`src/nfl_pkg.sv`:
```
// Shared types and constants for the node pool free-list manager.
// Used by the controller, the datapath and the top level; no dependencies.
package nfl_pkg;

  // Default pool size and fixed field widths
  localparam int POOL_NODES_DEF = 128;
  localparam int OP_W           = 2;
  localparam int NODE_W         = 7;
  localparam int RESULT_W       = 8;
  localparam int STATUS_W       = 2;

  // Request operations
  typedef enum logic [OP_W-1:0] {
    OP_ALLOC  = 2'd0,
    OP_FREE   = 2'd1,
    OP_INSERT = 2'd2,
    OP_DELETE = 2'd3
  } op_t;

  // Result status codes
  typedef enum logic [STATUS_W-1:0] {
    ST_OK     = 2'd0,
    ST_EMPTY  = 2'd1,
    ST_NOSUCC = 2'd2
  } status_t;

  // RAM address source
  typedef enum logic [2:0] {
    ASEL_HEAD  = 3'd0,
    ASEL_NODE  = 3'd1,
    ASEL_T1    = 3'd2,
    ASEL_RDATA = 3'd3,
    ASEL_SWEEP = 3'd4
  } asel_t;

  // RAM write data source
  typedef enum logic [1:0] {
    WSEL_NULL  = 2'd0,
    WSEL_HEAD  = 2'd1,
    WSEL_RDATA = 2'd2,
    WSEL_SWEEP = 2'd3
  } wsel_t;

  // Free-list head update
  typedef enum logic [1:0] {
    HSEL_HOLD  = 2'd0,
    HSEL_RDATA = 2'd1,
    HSEL_NODE  = 2'd2,
    HSEL_T1    = 2'd3
  } hsel_t;

  // Result node source
  typedef enum logic [1:0] {
    RSEL_NULL = 2'd0,
    RSEL_HEAD = 2'd1,
    RSEL_NODE = 2'd2,
    RSEL_T1   = 2'd3
  } rsel_t;

  // Controller to datapath commands
  typedef struct packed {
    logic    latch_in;
    logic    mem_en;
    logic    mem_we;
    asel_t   asel;
    wsel_t   wsel;
    hsel_t   hsel;
    logic    cap_t1;
    logic    res_load;
    rsel_t   rsel;
    status_t status;
    logic    sweep_inc;
    logic    out_load;
  } cmd_t;

  // Datapath to controller status
  typedef struct packed {
    logic in_node_ok;
    logic head_null;
    logic rd_null;
    logic sweep_last;
  } sts_t;

endpackage

```
`src/nfl_ram.sv`:
```
// Generic single-port RAM with registered read.
// No dependencies.
module nfl_ram #(
  parameter int WIDTH = 8,
  parameter int DEPTH = 128
) (
  input  logic                     clk,
  input  logic                     en,
  input  logic                     we,
  input  logic [$clog2(DEPTH)-1:0] addr,
  input  logic [WIDTH-1:0]         wdata,
  output logic [WIDTH-1:0]         rdata
);

  logic [WIDTH-1:0] mem [DEPTH];

  // One access per cycle: write, or read into the output register
  always_ff @(posedge clk) begin
    if (en) begin
      if (we) begin
        mem[addr] <= wdata;
      end else begin
        rdata <= mem[addr];
      end
    end
  end

endmodule

```
`src/nfl_ctrl.sv`:
```
// Sequencer for the free-list manager: steps each request through the link RAM.
// Depends on nfl_pkg for the command and status structs and the codes.
module nfl_ctrl (
  input  logic                 clk,
  input  logic                 rst_n,
  input  logic                 in_tvalid,
  output logic                 in_tready,
  input  logic [nfl_pkg::OP_W-1:0] in_op,
  output logic                 out_tvalid,
  input  logic                 out_tready,
  input  nfl_pkg::sts_t        sts,
  output nfl_pkg::cmd_t        cmd
);

  typedef enum logic [13:0] {
    S_INIT  = 14'b00000000000001,
    S_IDLE  = 14'b00000000000010,
    S_A_RD  = 14'b00000000000100,
    S_A_WR  = 14'b00000000001000,
    S_F_WR  = 14'b00000000010000,
    S_I_RD1 = 14'b00000000100000,
    S_I_RD2 = 14'b00000001000000,
    S_I_WR1 = 14'b00000010000000,
    S_I_WR2 = 14'b00000100000000,
    S_D_RD1 = 14'b00001000000000,
    S_D_CHK = 14'b00010000000000,
    S_D_WR1 = 14'b00100000000000,
    S_D_WR2 = 14'b01000000000000,
    S_RESP  = 14'b10000000000000
  } state_t;

  state_t state_r, state_nxt;
  logic   out_valid_r, out_valid_nxt;
  logic   out_free;
  logic   accept;

  assign out_free   = !out_valid_r || out_tready;
  assign in_tready  = (state_r == S_IDLE) || ((state_r == S_RESP) && out_free);
  assign accept     = in_tvalid && in_tready;
  assign out_tvalid = out_valid_r;

  // Next state and commands
  always_comb begin
    state_nxt = state_r;
    cmd       = '0;
    cmd.asel  = nfl_pkg::ASEL_HEAD;
    cmd.wsel  = nfl_pkg::WSEL_NULL;
    cmd.hsel  = nfl_pkg::HSEL_HOLD;
    cmd.rsel  = nfl_pkg::RSEL_NULL;
    cmd.status = nfl_pkg::ST_OK;

    case (state_r)
      S_INIT: begin
        cmd.mem_en    = 1'b1;
        cmd.mem_we    = 1'b1;
        cmd.asel      = nfl_pkg::ASEL_SWEEP;
        cmd.wsel      = nfl_pkg::WSEL_SWEEP;
        cmd.sweep_inc = 1'b1;
        if (sts.sweep_last) begin
          state_nxt = S_IDLE;
        end
      end
      S_A_RD: begin
        cmd.mem_en = 1'b1;
        cmd.asel   = nfl_pkg::ASEL_HEAD;
        state_nxt  = S_A_WR;
      end
      S_A_WR: begin
        // head moves to its successor, popped node gets a null link
        cmd.mem_en   = 1'b1;
        cmd.mem_we   = 1'b1;
        cmd.asel     = nfl_pkg::ASEL_HEAD;
        cmd.wsel     = nfl_pkg::WSEL_NULL;
        cmd.hsel     = nfl_pkg::HSEL_RDATA;
        cmd.res_load = 1'b1;
        cmd.rsel     = nfl_pkg::RSEL_HEAD;
        state_nxt    = S_RESP;
      end
      S_F_WR: begin
        cmd.mem_en   = 1'b1;
        cmd.mem_we   = 1'b1;
        cmd.asel     = nfl_pkg::ASEL_NODE;
        cmd.wsel     = nfl_pkg::WSEL_HEAD;
        cmd.hsel     = nfl_pkg::HSEL_NODE;
        cmd.res_load = 1'b1;
        cmd.rsel     = nfl_pkg::RSEL_NODE;
        state_nxt    = S_RESP;
      end
      S_I_RD1: begin
        cmd.mem_en = 1'b1;
        cmd.asel   = nfl_pkg::ASEL_HEAD;
        state_nxt  = S_I_RD2;
      end
      S_I_RD2: begin
        // keep the new head, fetch the successor of the anchor node
        cmd.cap_t1 = 1'b1;
        cmd.mem_en = 1'b1;
        cmd.asel   = nfl_pkg::ASEL_NODE;
        state_nxt  = S_I_WR1;
      end
      S_I_WR1: begin
        cmd.mem_en = 1'b1;
        cmd.mem_we = 1'b1;
        cmd.asel   = nfl_pkg::ASEL_HEAD;
        cmd.wsel   = nfl_pkg::WSEL_RDATA;
        state_nxt  = S_I_WR2;
      end
      S_I_WR2: begin
        cmd.mem_en   = 1'b1;
        cmd.mem_we   = 1'b1;
        cmd.asel     = nfl_pkg::ASEL_NODE;
        cmd.wsel     = nfl_pkg::WSEL_HEAD;
        cmd.hsel     = nfl_pkg::HSEL_T1;
        cmd.res_load = 1'b1;
        cmd.rsel     = nfl_pkg::RSEL_HEAD;
        state_nxt    = S_RESP;
      end
      S_D_RD1: begin
        cmd.mem_en = 1'b1;
        cmd.asel   = nfl_pkg::ASEL_NODE;
        state_nxt  = S_D_CHK;
      end
      S_D_CHK: begin
        cmd.cap_t1 = 1'b1;
        if (sts.rd_null) begin
          cmd.res_load = 1'b1;
          cmd.rsel     = nfl_pkg::RSEL_NULL;
          cmd.status   = nfl_pkg::ST_NOSUCC;
          state_nxt    = S_RESP;
        end else begin
          // fetch the successor of the node being removed
          cmd.mem_en = 1'b1;
          cmd.asel   = nfl_pkg::ASEL_RDATA;
          state_nxt  = S_D_WR1;
        end
      end
      S_D_WR1: begin
        cmd.mem_en = 1'b1;
        cmd.mem_we = 1'b1;
        cmd.asel   = nfl_pkg::ASEL_NODE;
        cmd.wsel   = nfl_pkg::WSEL_RDATA;
        state_nxt  = S_D_WR2;
      end
      S_D_WR2: begin
        cmd.mem_en   = 1'b1;
        cmd.mem_we   = 1'b1;
        cmd.asel     = nfl_pkg::ASEL_T1;
        cmd.wsel     = nfl_pkg::WSEL_HEAD;
        cmd.hsel     = nfl_pkg::HSEL_T1;
        cmd.res_load = 1'b1;
        cmd.rsel     = nfl_pkg::RSEL_T1;
        state_nxt    = S_RESP;
      end
      S_RESP: begin
        if (out_free) begin
          cmd.out_load = 1'b1;
          state_nxt    = S_IDLE;
        end
      end
      default: begin
        state_nxt = S_IDLE;
      end
    endcase

    // Accept a word from idle or straight after handing on a result
    if (accept) begin
      cmd.latch_in = 1'b1;
      case (nfl_pkg::op_t'(in_op))
        nfl_pkg::OP_ALLOC: begin
          if (sts.head_null) begin
            cmd.res_load = 1'b1;
            cmd.status   = nfl_pkg::ST_EMPTY;
            state_nxt    = S_RESP;
          end else begin
            state_nxt = S_A_RD;
          end
        end
        nfl_pkg::OP_FREE: begin
          if (!sts.in_node_ok) begin
            cmd.res_load = 1'b1;
            state_nxt    = S_RESP;
          end else begin
            state_nxt = S_F_WR;
          end
        end
        nfl_pkg::OP_INSERT: begin
          if (!sts.in_node_ok) begin
            cmd.res_load = 1'b1;
            cmd.status   = nfl_pkg::ST_NOSUCC;
            state_nxt    = S_RESP;
          end else if (sts.head_null) begin
            cmd.res_load = 1'b1;
            cmd.status   = nfl_pkg::ST_EMPTY;
            state_nxt    = S_RESP;
          end else begin
            state_nxt = S_I_RD1;
          end
        end
        default: begin
          if (!sts.in_node_ok) begin
            cmd.res_load = 1'b1;
            cmd.status   = nfl_pkg::ST_NOSUCC;
            state_nxt    = S_RESP;
          end else begin
            state_nxt = S_D_RD1;
          end
        end
      endcase
    end
  end

  // Output valid flag
  always_comb begin
    out_valid_nxt = out_valid_r;
    if (cmd.out_load) begin
      out_valid_nxt = 1'b1;
    end else if (out_tready) begin
      out_valid_nxt = 1'b0;
    end
  end

  always_ff @(posedge clk) begin
    if (!rst_n) begin
      state_r     <= S_INIT;
      out_valid_r <= 1'b0;
    end else begin
      state_r     <= state_nxt;
      out_valid_r <= out_valid_nxt;
    end
  end

`ifndef SYNTHESIS
  // A result is never loaded over one that has not been taken
  a_load_free: assert property (@(posedge clk) disable iff (!rst_n)
    cmd.out_load |-> (!out_valid_r || out_tready))
    else $error("result loaded over a pending word");

  // Output valid only rises through a result load
  a_valid_rise: assert property (@(posedge clk) disable iff (!rst_n)
    $rose(out_valid_r) |-> $past(cmd.out_load))
    else $error("output valid rose without a load");

  // No request is taken while the link table is being initialised
  a_init_block: assert property (@(posedge clk) disable iff (!rst_n)
    (state_r == S_INIT) |-> !cmd.latch_in && !cmd.out_load)
    else $error("request handled during link table sweep");
`endif

endmodule

```
`src/nfl_dpath.sv`:
```
// Datapath for the free-list manager: link RAM, free-list head, temporaries
// and result registers. Depends on nfl_pkg and nfl_ram.
module nfl_dpath #(
  parameter int POOL_NODES = nfl_pkg::POOL_NODES_DEF
) (
  input  logic                         clk,
  input  logic                         rst_n,
  input  logic [nfl_pkg::NODE_W-1:0]   in_node,
  input  nfl_pkg::cmd_t                cmd,
  output nfl_pkg::sts_t                sts,
  output logic [nfl_pkg::RESULT_W-1:0] out_res,
  output logic [nfl_pkg::STATUS_W-1:0] out_st
);

  localparam int AW = $clog2(POOL_NODES);
  localparam int LW = $clog2(POOL_NODES + 1);
  localparam int RW = nfl_pkg::RESULT_W;
  localparam logic [LW-1:0] NULL_IDX = LW'(POOL_NODES);
  localparam logic [AW-1:0] LAST_IDX = AW'(POOL_NODES - 1);

  logic [nfl_pkg::NODE_W-1:0]   node_r;
  logic [LW-1:0]                head_r, head_nxt;
  logic [LW-1:0]                t1_r;
  logic [LW-1:0]                res_r, res_nxt;
  logic [nfl_pkg::STATUS_W-1:0] st_r;
  logic [RW-1:0]                out_res_r;
  logic [nfl_pkg::STATUS_W-1:0] out_st_r;
  logic [AW-1:0]                sweep_r;

  logic [AW-1:0] ram_addr;
  logic [LW-1:0] ram_wdata;
  logic [LW-1:0] ram_rdata;
  logic [LW-1:0] rdata_s;

  nfl_ram #(
    .WIDTH (LW),
    .DEPTH (POOL_NODES)
  ) u_link_ram (
    .clk   (clk),
    .en    (cmd.mem_en),
    .we    (cmd.mem_we),
    .addr  (ram_addr),
    .wdata (ram_wdata),
    .rdata (ram_rdata)
  );

  // Any stored index beyond the pool reads as null
  assign rdata_s = (ram_rdata >= NULL_IDX) ? NULL_IDX : ram_rdata;

  // Status back to the sequencer
  assign sts.in_node_ok = 32'(in_node) < 32'(POOL_NODES);
  assign sts.head_null  = (head_r == NULL_IDX);
  assign sts.rd_null    = (rdata_s == NULL_IDX);
  assign sts.sweep_last = (sweep_r == LAST_IDX);

  // RAM address select
  always_comb begin
    case (cmd.asel)
      nfl_pkg::ASEL_HEAD:  ram_addr = AW'(head_r);
      nfl_pkg::ASEL_NODE:  ram_addr = AW'(node_r);
      nfl_pkg::ASEL_T1:    ram_addr = AW'(t1_r);
      nfl_pkg::ASEL_RDATA: ram_addr = AW'(rdata_s);
      nfl_pkg::ASEL_SWEEP: ram_addr = sweep_r;
      default:             ram_addr = '0;
    endcase
  end

  // RAM write data select
  always_comb begin
    case (cmd.wsel)
      nfl_pkg::WSEL_NULL:  ram_wdata = NULL_IDX;
      nfl_pkg::WSEL_HEAD:  ram_wdata = head_r;
      nfl_pkg::WSEL_RDATA: ram_wdata = rdata_s;
      nfl_pkg::WSEL_SWEEP: ram_wdata = LW'(sweep_r) + LW'(1);
      default:             ram_wdata = NULL_IDX;
    endcase
  end

  // Free-list head update
  always_comb begin
    case (cmd.hsel)
      nfl_pkg::HSEL_HOLD:  head_nxt = head_r;
      nfl_pkg::HSEL_RDATA: head_nxt = rdata_s;
      nfl_pkg::HSEL_NODE:  head_nxt = LW'(node_r);
      nfl_pkg::HSEL_T1:    head_nxt = t1_r;
      default:             head_nxt = head_r;
    endcase
  end

  // Result node select
  always_comb begin
    case (cmd.rsel)
      nfl_pkg::RSEL_NULL: res_nxt = NULL_IDX;
      nfl_pkg::RSEL_HEAD: res_nxt = head_r;
      nfl_pkg::RSEL_NODE: res_nxt = LW'(node_r);
      nfl_pkg::RSEL_T1:   res_nxt = t1_r;
      default:            res_nxt = NULL_IDX;
    endcase
  end

  // Control state: head and init sweep counter
  always_ff @(posedge clk) begin
    if (!rst_n) begin
      head_r  <= '0;
      sweep_r <= '0;
    end else begin
      head_r <= head_nxt;
      if (cmd.sweep_inc) begin
        sweep_r <= sweep_r + AW'(1);
      end
    end
  end

  // Payload registers
  always_ff @(posedge clk) begin
    if (cmd.latch_in) begin
      node_r <= in_node;
    end
    if (cmd.cap_t1) begin
      t1_r <= rdata_s;
    end
    if (cmd.res_load) begin
      res_r <= res_nxt;
      st_r  <= cmd.status;
    end
    if (cmd.out_load) begin
      out_res_r <= RW'(res_r);
      out_st_r  <= st_r;
    end
  end

  assign out_res = out_res_r;
  assign out_st  = out_st_r;

`ifndef SYNTHESIS
  // Links written to the table are always in range or null
  a_wdata_range: assert property (@(posedge clk) disable iff (!rst_n)
    (cmd.mem_en && cmd.mem_we) |-> (ram_wdata <= NULL_IDX))
    else $error("out of range link written");

  // The head only moves together with a link table write
  a_head_move: assert property (@(posedge clk) disable iff (!rst_n)
    ($past(rst_n) && (head_r != $past(head_r))) |-> $past(cmd.mem_we))
    else $error("free-list head moved without a link write");

  // The head never holds an index beyond null
  a_head_range: assert property (@(posedge clk) disable iff (!rst_n)
    $past(rst_n) |-> (head_r <= NULL_IDX))
    else $error("free-list head out of range");
`endif

endmodule

```
`src/node_pool_free_list.sv`:
```
// Top level of the node pool free-list manager.
// Depends on nfl_pkg, nfl_ctrl, nfl_dpath (which holds nfl_ram).
//
// Keeps a pool of POOL_NODES linked nodes as a next-index table in one
// single-port RAM plus a free-list head; index POOL_NODES is null. Each input
// word carries an operation in in_tuser and a node index in in_tdata, and
// gives one output word: the node index in out_tdata and a status in
// out_tuser. After reset the block sweeps the table, writing one entry a
// cycle, and takes no word until the sweep is done. Free writes a link;
// allocate reads and writes the head; insert-after reads the head and the
// node, then writes both; delete-next reads the node and, if any, its
// successor and then writes both; a refused request (empty pool, bad node)
// goes straight to the result. The next word is accepted while the
// previous result waits in the output register.
module node_pool_free_list #(
  parameter int POOL_NODES = nfl_pkg::POOL_NODES_DEF
) (
  input  logic        clk,
  input  logic        rst_n,
  input  logic        in_tvalid,
  output logic        in_tready,
  input  logic [7:0]  in_tdata,   // [6:0] node
  input  logic [1:0]  in_tuser,   // [1:0] op
  output logic        out_tvalid,
  input  logic        out_tready,
  output logic [7:0]  out_tdata,  // [7:0] result_node
  output logic [1:0]  out_tuser   // [1:0] status
);

  nfl_pkg::cmd_t cmd;
  nfl_pkg::sts_t sts;
  logic [nfl_pkg::RESULT_W-1:0] out_res;
  logic [nfl_pkg::STATUS_W-1:0] out_st;

  nfl_ctrl u_ctrl (
    .clk        (clk),
    .rst_n      (rst_n),
    .in_tvalid  (in_tvalid),
    .in_tready  (in_tready),
    .in_op      (in_tuser),
    .out_tvalid (out_tvalid),
    .out_tready (out_tready),
    .sts        (sts),
    .cmd        (cmd)
  );

  nfl_dpath #(
    .POOL_NODES (POOL_NODES)
  ) u_dpath (
    .clk     (clk),
    .rst_n   (rst_n),
    .in_node (in_tdata[nfl_pkg::NODE_W-1:0]),
    .cmd     (cmd),
    .sts     (sts),
    .out_res (out_res),
    .out_st  (out_st)
  );

  // Pack the result word
  assign out_tdata = out_res;
  assign out_tuser = out_st;

endmodule
```
`config.mk`:
```
export PLATFORM = sky130hd
export DESIGN_NAME = node_pool_free_list
export DESIGN_NICKNAME = d
export VERILOG_FILES = /design/src/nfl_pkg.sv /design/src/nfl_ram.sv /design/src/nfl_ctrl.sv /design/src/nfl_dpath.sv /design/src/node_pool_free_list.sv
export SDC_FILE = /design/constraint.sdc
export NUM_CORES = 1
export LEC_CHECK = 0
export BUFFER_PORTS_ARGS = -buffer_cell sky130_fd_sc_hd__buf_2
export CORE_MARGIN = 10
export CORE_UTILIZATION = 55
export DETAILED_ROUTE_END_ITERATION = 10
export MAX_ROUTING_LAYER = met4
export PLACE_DENSITY = 0.79
export SYNTH_ARGS = -nofsm -noshare
export SYNTH_HDL_FRONTEND = slang
export SYNTH_HIERARCHICAL = 1
export SYNTH_SLANG_ARGS = --single-unit
```
`constraint.sdc`:
```
create_clock -name clk -period 9.8 [get_ports clk]
set_input_delay 1.47 -clock clk [delete_from_list [all_inputs] [get_ports clk]]
set_output_delay 1.47 -clock clk [all_outputs]
set_load 0.03 [all_outputs]
```
== Word level (Yosys, flattened, before mapping) ==
Memories as Yosys holds them, arrays and structs flattened. A register that Yosys moved wholly into a read port is not among the register bits.
Cells that the tools add are included.

* Bits in registers: 65
* Input bits: 14
* Output and inout port bits: 12
* Memory bits (writable): 1024
* Word-level logic and storage cells: 111
* Memories: 1

* Magnitude comparators: 1
* Multiplexer cells: 39
* Add/subtract/negate cells: 2
* Eq/ne operators: 34
* Bitwise gates (word level): 1
* Reduce and logical (&&, ||, !) cells: 23

{| class="wikitable"
|+ Memories
! memory !! depth !! bits a word !! rd ports !! clocked after Yosys merged registers in !! write ports !! line !! RTL
|-
| u_dpath.u_link_ram.mem || 128 || 8 || 1 || 1 || 1 || nfl_ram.sv:15 || <nowiki>logic [WIDTH-1:0] mem [DEPTH];</nowiki>
|}

{| class="wikitable"
|+ Operator list
! cell !! count
|-
| $pmux W14 S10 || 1
|-
| $mux W14 || 6
|-
| $pmux W8 S4 || 2
|-
| $pmux W14 S3 || 1
|-
| $pmux W7 S5 || 1
|-
| $pmux W3 S4 || 2
|-
| $pmux W8 S3 || 1
|-
| $eq A8 B8 Y1 const B || 2
|-
| $mux W1 || 15
|-
| $eq A14 B1 Y1 const B || 1
|-
| $eq A14 B10 Y1 const B || 1
|-
| $eq A14 B11 Y1 const B || 1
|-
| $eq A14 B12 Y1 const B || 1
|-
| $eq A14 B13 Y1 const B || 1
|-
| $eq A14 B14 Y1 const B || 1
|-
| $eq A14 B2 Y1 const B || 1
|-
| $eq A14 B3 Y1 const B || 1
|-
| $eq A14 B4 Y1 const B || 1
|-
| $eq A14 B5 Y1 const B || 1
|-
| $eq A14 B6 Y1 const B || 1
|-
| $eq A14 B7 Y1 const B || 1
|-
| $eq A14 B8 Y1 const B || 1
|-
| $eq A14 B9 Y1 const B || 1
|-
| $eq A2 B2 Y1 const B || 7
|-
| 29 further kinds || 48
|}

== Logic depth before layout (Yosys ltp) ==
* Depth after elaboration: 8
* Gate-level depth with buffers: 20
* Gate-level depth less buffers: 13

== By module ==
Netlist, hierarchy kept.

{| class="wikitable"
|+ By module, submodules not included
! module !! area an instance (sq um) !! sequential area each (sq um) !! cells an instance !! instances
|-
| nfl_ram || 40537.6 || 30989.7 || 2468 || 1
|-
| nfl_dpath || 2616.3 || 1351.3 || 217 || 1
|-
| nfl_ctrl || 1077.3 || 300.3 || 137 || 1
|}

== Worst setup path before layout ==
OpenSTA, ideal clock, no wires.

* Kind: register -> register
* Start point: register u_ctrl.state_r[6]
* End point: memory u_dpath.u_link_ram.mem[0][7], data pin
* Data arrival time: 7.118 ns
* Slack: 1.443 ns
* Cell stages (with the launch flop): 10
* Path through: dfxtp_1 clkbuf_1 or4_4 nor3_1 a32oi_1 o21ai_0 buf_2 nor2b_1 clkbuf_1 a21boi_0

{| class="wikitable"
|+ RTL lines
! element !! line !! RTL
|-
| start: declaration || nfl_ctrl.sv:32 || <nowiki>state_t state_r, state_nxt;</nowiki>
|-
| start signal: assignment || nfl_ctrl.sv:227 || <nowiki>state_r <= state_nxt;</nowiki>
|-
| end: declaration || nfl_ram.sv:15 ||
|}

==> Flow_metrics.wiki <==
{| class="wikitable"
! Metric !! Value
|-
| Result of the run || finished, final reports clean
|-
| Final-stage net count || between 2000 and 3000
|-
| Number of max-capacitance violations reported || 0
|-
| Maximum ir drop on the vdd rail || between 0.00015 and 0.0002 V
|-
| Die area || just over 90000 µm²
|-
| Number of top-level pins || 26
|-
| Post-synth top flop || edfxtp_1
|-
| Crit-path most repeated cell || buf_4
|-
| Number of synthesis warnings || 6
|-
| Number of DRC violations after detailed routing || 0
|-
| Number of rows in the core area || 103
|-
| Clock-pin slew on the worst setup and hold paths || roughly 0.060 ns
|-
| Worst skew pair latency || about 0.7 ns
|-
| Leakage power summed over all cells || between 0.015 and 0.02 µW
|-
| TritonCTS clock tree || yes
|-
| Starting density of the core || between 50% and 60%
|-
| Final wirelength || around 120000 µm
|-
| Area delta synth->final || 9.92%
|-
| Max Slew Vio Count || 0
|-
| Floorplan die width || just over 300 µm
|-
| Number of nets produced by synthesis || approximately 2800
|-
| Number of flip-flops and latches in the synthesized netlist || between 1000 and 1500
|-
| Cells traversed along the worst timing path || nor4_4, nand4_1, or2_2, nand2_1, nor2b_1, a21oi_1, o22ai_4, buf_12, buf_4, nor2_4, buf_4, a22o_1, a221oi_1, o22ai_1, a2111oi_0, nand3_1
|-
| Final Setup Violations || 0
|-
| Async S/R FF share, synth || 0%
|-
| Arrival @ worst endpoint || between 7 and 8 ns
|-
| Worst Reg-to-Reg Cells || 16
|-
| Hold depth || 0
|-
| Cell types with the largest area share after synthesis || edfxtp_1 (72%), mux2i_1 (3.6%), a221oi_1 (2.9%)
|-
| Buffers inserted during post-CTS setup optimization || 0
|-
| Wire length of the first global-routing pass || approximately 180000 µm
|-
| Post-synthesis instance area || 44200 µm²
|-
| Share of post-route cells with drive strength above 1 || roughly 12%
|-
| Worst Path Required || 10.14 ns
|-
| Worst clock skew || around 0.062 ns
|-
| Initial antenna violation count || 4
|-
| Synth Area per Inst || around 16 µm²
|-
| EDFF count, synth || roughly 1100
|-
| Max frequency || about 0.13 GHz
|-
| Gpl congestion || approximately 0.96
|-
| Drt wl/cell || about 31 µm
|-
| Type of the worst min-delay path || flop to flop
|-
| Post-route cell area || between 40000 and 50000 µm²
|-
| Die span in y || just over 300 µm
|-
| Transition time at the pin with the least slew margin || around 1.3 ns
|-
| Max-slew headroom || between 10% and 20%
|-
| Hold violation total from the final report || 0
|-
| Number of levels the H-tree was split into || 3
|-
| Pwr/cell area || 248 nW/µm²
|-
| Unrepaired setup endpoints after global routing || no
|-
| Cell count after placement || about 3800
|-
| Most frequent standard cell in the layout excluding fill and tap cells || edfxtp_1
|-
| Cell type contributing the most total cell area after synthesis || edfxtp_1
|-
| Count of nets left with antenna violations after detail routing || 0
|-
| Startpoint type of the worst setup path || flop
|-
| Yosys top cell area share || around 72%
|-
| Final sum of negative setup slack || 0 ns
|-
| Cts repair resizes || 0
|-
| Vias in the first global route || roughly 27000
|-
| Number of clock buffers inserted by TritonCTS || 105
|-
| Area after detailed placement || between 40000 and 50000 µm²
|-
| Highest-count cells in the layout ignoring fill and taps || edfxtp_1 (1067), nor2_1 (208), mux2i_1 (158)
|-
| Core area || between 70000 and 80000 µm²
|-
| Type of element capturing the critical path || flop
|-
| Largest net degree at the start of global routing || 126
|-
| Share of the yosys chip area belonging to registers || 73.8%
|-
| Cts-stage hold buffer count || 0
|-
| Final Core Density || about three fifths
|-
| Detailed placer's ending HPWL || ~72000 µm
|-
| Peak per-stage delay on the critical path || 0.89 ns
|-
| Via density per instance || between 7 and 8
|-
| Post-route insts no fill || between 3000 and 4000
|-
| Cells after Synth || around 2800
|-
| Library cell used as clock root buffer || clkbuf_16
|-
| Count of vias placed by the detailed router || 28000
|-
| Count of unique library cells instantiated by Yosys || 93
|-
| Global Route Usage Sum || 27.3%
|-
| Tmin final || ~7.5 ns
|-
| Total iterations of the first detailed-routing run || 6
|-
| Slowest CP cell || a2111oi_0
|-
| Type of the setup path with the least slack || flop to flop
|-
| Iteration-0 DRC Markers || about 4700
|-
| Critical path peak fanout || 48
|-
| Maximum clock path buffer count || 3
|-
| CTS sink cnt || around 1100
|-
| Total gr overflow || 0
|-
| Port Buffers || 24
|-
| Final cycle utilization of the critical path || 76.9%
|}
## path summary, 6_finish.rpt
kind	start	end	slack, ns
hold reg to reg	u_dpath/res_r[2]	u_dpath/out_res[2]	0.42
hold / removal	u_dpath/res_r[2]	u_dpath/out_res[2]	0.42
setup / recovery	u_ctrl/state_r[2]	u_dpath/u_link_ram/rdata[3]	2.26
setup reg to reg	u_ctrl/state_r[2]	u_dpath/u_link_ram/rdata[3]	2.26
## cell usage after synthesis, types with 15 or more instances
cell	instances
edfxtp_1	1067
nor2_1	210
mux2i_1	158
a221oi_1	147
nand2_1	112
a21oi_1	104
o21ai_0	96
a22oi_1	93
o22ai_1	84
clkbuf_1	82
a22o_1	80
buf_2	77
nor2b_1	42
dfxtp_1	30
nand3_1	30
mux2_2	29
buf_4	24
and2_1	23
buf_1	23
a221o_1	17
nand4_1	17
nand2b_1	16
o22a_1	15
## critical path, delay by kind of cell, from the launching register on
family	cells	cell delay, ns
compound gates	6	2.77
buf+inv	3	1.31
flops	1	0.40
simple gates	7	2.61
## layer usage
metal | global-route usage, % | part of all wire (%) | vias to the layer above
li1 | - | - | 11300
met1 | 34.1 | 34 | 13600
met2 | 40.3 | 45 | 2457
met3 | 7.82 | 15 | 508
met4 | 14.2 | 6.1 | 0
met5 | - | 0 | -
## where the power goes
| part | leakage [µW] | switching, µW | internal, µW |
|---|---|---|---|
| Combinational | 0.00361 | 1980 | 735 |
| Clock | 0.00155 | 1690 | 2120 |
| Sequential | 0.0100 | 21.1 | 5540 |
## registers in the layout, summed over array words and instances (netlist names)
signal,cells
u_dpath/u_link_ram/mem,1024
u_ctrl/state_r,14
u_dpath/head_r,8
u_dpath/out_res,8
u_dpath/res_r,8
u_dpath/t1_r,8
u_dpath/u_link_ram/rdata,8
u_dpath/node_r,7
u_dpath/sweep_r,7
u_dpath/out_st,2
u_dpath/st_r,2
u_ctrl/out_tvalid,1
## area by class of cell
type                            count  area [µm²]
Multi-Input combinational cell   1496       10700
Clock buffer                      134        2800
Clock inverter                     48         399
Tap cell                         1050        1310
Timing Repair Buffer               95         728
Antenna cell                        4        10.0
Inverter                           14        53.8
Sequential cell                  1097       32600
Fill cell                        5575       30800
## cell families (layout without fill, tap and decap cells)
logic type | after synthesis | count (layout) | share of synthesized area [%]
flops | 1097 | 1097 | 73.8
compound gates | 738 | 738 | 12.2
simple gates | 538 | 538 | 6.12
buf+inv | 229 | 291 | 2.49
mux | 202 | 202 | 5.03
xor+xnor | 16 | 16 | 0.317
fa+ha+maj | 1 | 1 | 0.0283
other cells | 1 | 5 | 0.00848
## through the flow
| step | hold WS (ns) | setup slack, ns | power (µW) |
|---|---|---|---|
| after detailed placement | 0.407 | 2.67 | 8230 |
| after global routing | 0.433 | 2.23 | 12400 |
| after CTS | 0.420 | 2.65 | 12000 |
| after global placement | 0.403 | 2.81 | 8160 |
| after floorplan | 0.400 | 1.44 | 7250 |
| final | 0.419 | 2.26 | 12100 |
(Power assumes the default switching activity.)
